==> src/rtl/dett_pkg.sv <==
`timescale 1ns / 1ps
package dett_pkg;

	localparam int SLOTS       = 64;
	localparam int MAX_RESULTS = 64;
	localparam int IDX_W       = (SLOTS > 1) ? $clog2(SLOTS) : 1;
	localparam int CNT_W       = $clog2(SLOTS + 1);
	localparam int FCNT_W      = $clog2(MAX_RESULTS + 1);
	localparam int WORD_W      = 32;

	// request kinds
	localparam logic [1:0] K_SCHEDULE = 2'd0;
	localparam logic [1:0] K_REMOVE   = 2'd1;
	localparam logic [1:0] K_ELAPSE   = 2'd2;

	// result kinds
	localparam logic [1:0] RK_DISPATCH    = 2'd0;
	localparam logic [1:0] RK_SCHED_DONE  = 2'd1;
	localparam logic [1:0] RK_REMOVE_DONE = 2'd2;
	localparam logic [1:0] RK_ELAPSE_NONE = 2'd3;

	typedef struct packed {
		logic [1:0]        kind;
		logic [WORD_W-1:0] event_id;
		logic [WORD_W-1:0] event_arg;
		logic [WORD_W-1:0] debug_tag;
		logic [WORD_W-1:0] tick_count;
	} req_t;

	typedef struct packed {
		logic [1:0]        result_kind;
		logic [WORD_W-1:0] fired_id;
		logic [WORD_W-1:0] fired_arg;
		logic [WORD_W-1:0] fired_tag;
		logic              table_full;
		logic              removed_any;
		logic [WORD_W-1:0] min_remaining;
		logic              next_valid;
		logic              last;
	} res_t;

	// stored event words, written together on schedule
	typedef struct packed {
		logic [WORD_W-1:0] id;
		logic [WORD_W-1:0] arg;
		logic [WORD_W-1:0] tag;
	} rec_t;

	// sequencer to slot store
	typedef struct packed {
		logic [IDX_W-1:0] rd_idx;
		logic [IDX_W-1:0] sel_idx;
		logic             rec_we;
		logic             rem_we;
		logic             occ_set;
		logic             occ_clr;
		logic             due_set;
		logic             due_clr;
	} store_ctl_t;

	typedef enum logic [2:0] {
		ST_IDLE,
		ST_SCHED,
		ST_SCAN,
		ST_FIRE_SEEK,
		ST_FIRE_LOAD,
		ST_RESP
	} state_t;

endpackage

==> src/rtl/dett_alu.sv <==
`timescale 1ns / 1ps
module dett_alu (
	input  logic [dett_pkg::WORD_W-1:0] a,
	input  logic [dett_pkg::WORD_W-1:0] b,
	input  logic [dett_pkg::WORD_W-1:0] best,
	output logic                        eq,
	output logic [dett_pkg::WORD_W-1:0] sat,
	output logic                        sat_zero,
	output logic                        lt_best
);

	logic [dett_pkg::WORD_W:0] diff;
	logic                      borrow;
	logic                      diff_zero;

	// one subtractor serves id match and saturating tick count
	assign diff      = {1'b0, a} - {1'b0, b};
	assign borrow    = diff[dett_pkg::WORD_W];
	assign diff_zero = (diff[dett_pkg::WORD_W-1:0] == '0);
	assign eq        = !borrow && diff_zero;
	assign sat_zero  = borrow || diff_zero;
	assign sat       = borrow ? '0 : diff[dett_pkg::WORD_W-1:0];
	assign lt_best   = (sat < best);

endmodule

==> config.mk <==
export PLATFORM = sky130hd
export DESIGN_NAME = dett_alu
export DESIGN_NICKNAME = d
export VERILOG_FILES = /design/src/rtl/dett_pkg.sv /design/src/rtl/dett_alu.sv
export SDC_FILE = /design/constraint.sdc
export NUM_CORES = 1
export LEC_CHECK = 0
export BUFFER_PORTS_ARGS = -buffer_cell sky130_fd_sc_hd__buf_4
export CAP_MARGIN = 10
export CORE_ASPECT_RATIO = 1.75
export CORE_MARGIN = 5
export CORE_UTILIZATION = 51
export DETAILED_ROUTE_END_ITERATION = 10
export GPL_TIMING_DRIVEN = 0
export PLACE_DENSITY_LB_ADDON = 0.05
export RECOVER_POWER = 50
export REMOVE_ABC_BUFFERS = 1
export SYNTH_ARGS = -nofsm -noshare
export SYNTH_HDL_FRONTEND = slang
export SYNTH_SLANG_ARGS = --single-unit
==> constraint.sdc <==
create_clock -name vclk -period 7.65
set_clock_uncertainty 0.2 [all_clocks]
set_input_delay 1.53 -clock vclk [all_inputs]
set_output_delay 1.53 -clock vclk [all_outputs]
set_load 0.03 [all_outputs]
==> metrics <==
share of power burned in registers=0%; max cap viols=0; Layout Nets=about 760; Yosys warning count=0; cell row count=37; GRT Util Overall=between 20% and 30%; Avg WL per Cell=around 15 um; die width=68.5 um; Setup Total Neg Slack=0 ps; Post-CTS Hold Buffers=0; largest net degree at the start of global routing=18; Syn Inst Count=between 400 and 500; Register Area=0 um2; DRC=0; fin worst setup slack=~120 ps; Clock Power Share=0%; vias in the first global route=3726; combinational power share=100.0%; GPL Wtd Cong=between 0.8 and 0.9; initial core utilization=a little over half; Worst Hold Launch=b[0]; mapped cell area=3060 um2; Iteration-0 DRC Markers=around 190; Port Buffer Count=between 100 and 150; Pint=0.203 mW; Fin Hold WS=3310 ps; Net Sw Frac=between 50% and 60%; VDD IR max=~0.069 mV; vias per cell=~5.6; top post-synthesis cells by count=inv_1 (73), ha_1 (63), a21oi_1 (45); crit path DAT=~5800 ps; Worst Path Max Fanout=7; Seq/Total Area, Yosys=0%; Net Sw Power=around 0.27 mW; initial antenna violation count=0; post-synth cell types=66; CP Capture Type=output pin; top cells by area, synth=ha_1 (26%), inv_1 (9.0%), a21oi_1 (7.4%), nor2_1 (5.3%), xnor2_1 (4.9%); Area Growth Syn to Fin=43.2%; crit path capture=lt_best; status=finished, final reports clean; Required @ worst endpoint=~5900 ps; Fin. Hold Viols=0; first-pass GRT wire length=15.6 mm; relative slew slack=approximately two fifths; dpl ws=-886 ps; worst hold path class=in -> out; crit path kind=in -> out; Critical Path Source=a[13]; final antenna diode count=0; Yosys top cell by area=ha_1; PD cells=around 110 nW/um2; # clk buffers=0; leak pwr=2.41 nW; most common cell in the netlist=inv_1; fillers=about 500; Post-DP HPWL=between 8 and 9 mm; Core Area=a little under 6000 um2; share of the synthesized area in the top cell type=between 20 and 30%; f_max=133 MHz; DRT antenna net count=0; Ports=between 100 and 150; Initial DRT Pass Iterations=4; gr ovfl total=0; Period Utilization, post-route=98.5%; post-layout min period=7530 ps; Setup Viol. Count Final=0; via count=roughly 3.8k; die height=around 110 um; WL final=a little over 10 mm; Post-Syn Area per Cell=approximately 6.8 um2; number of sequential cells=0; Die ar.=7710 um2; share of cells above drive strength 1=32.6%; Slew Viols, Final=0; measured slew at the worst slew-check pin=856 ps; CP startpoint kind=input port
==> through the flow <==
stage	std cells	instance area [um2]	utilization (%)	power [mW]
after detailed placement	650	4050	68.9	0.420
after global routing	677	4380	74.5	0.510
after global placement	650	4050	68.9	0.415
after floorplan	441	2970	-	0.280
final	677	4380	74.5	0.469
after CTS	666	4230	72.0	0.447
==> worst min-delay path by stage <==
stage | end | cells after the start
after floorplan | sat[0] | 2
after global placement | sat[0] | 4
after detailed placement | sat[0] | 4
after CTS | sat[0] | 4
after global routing | sat[0] | 4
final | sat[0] | 4
==> power by group through the flow <==
stage                     logic, mW  clock network [mW]  registers, mW
final                         0.469                   0              0
after global routing          0.510                   0              0
after CTS                     0.447                   0              0
after detailed placement      0.420                   0              0
after global placement        0.415                   0              0
after floorplan               0.280                   0              0
==> logic make-up after synthesis <==
group	after synthesis	synth area share, %
and+or+nand+nor	148	25.3
buffers and inverters	85	11.9
xor gates and xnor gates	30	8.59
AOI/OAI and AO/OA	126	27.8
adders and majority gates	64	26.4
==> cell type report <==
cell class	instances	area, um2	area share (%)
timing repair buffer	157	1170	26.7
tap	78	97.6	2.23
multi-input combinational	369	2840	64.8
inverter	73	277	6.32
==> worst max-delay path, cell delays in order <==
cell and delay [ps]:
buf_4 110, ha_1 400, and2_4 220, and3_4 180, a221oi_4 340, o211ai_2 130
or2_4 260, a21oi_4 170, o21ai_4 100, a21oi_4 300, buf_6 150, nor2_1 50
ha_1 290, a21o_1 180, a21o_1 170, a21o_1 170, a21oi_1 150, nor2b_1 70
o21ai_1 150, nand2b_1 100, a21oi_2 140, nor3_1 70, nor4_2 170, buf_4 210
==> cell usage in the layout (no fill, tap or decap), drive strengths merged, types with 3 or more instances in the layout <==
master	n
a21oi	49
o21ai	21
xnor2	17
or2	4
nor2b	13
nor2	43
inv	73
nand2b	6
and3	6
a21o	17
clkbuf	9
nand2	34
nor3	4
a211oi	3
xor2	13
a31oi	6
o211ai	6
and2	4
buf	148
and3b	3
ha	63
nand3	5
nand4	13
o21a	4
==> per-layer routing <==
metal | global-route usage, % | part of all wire [%] | up-vias
met4 | 7.17 | 3.9 | 0
li1 | - | - | 1881
met1 | 25.0 | 36 | 1744
met5 | 0 | 0 | -
met2 | 50.3 | 56 | 119
met3 | 1.50 | 4.7 | 29
==> what timing repair did <==
item,in CTS,in global routing
endpoints found under the hold margin,0,0
pin swaps,20,23
cloned,1,0
buffers inserted,15,11
resized for setup,18,21
endpoints found under the setup margin,1,1
Power figures use the tool's default switching activity.
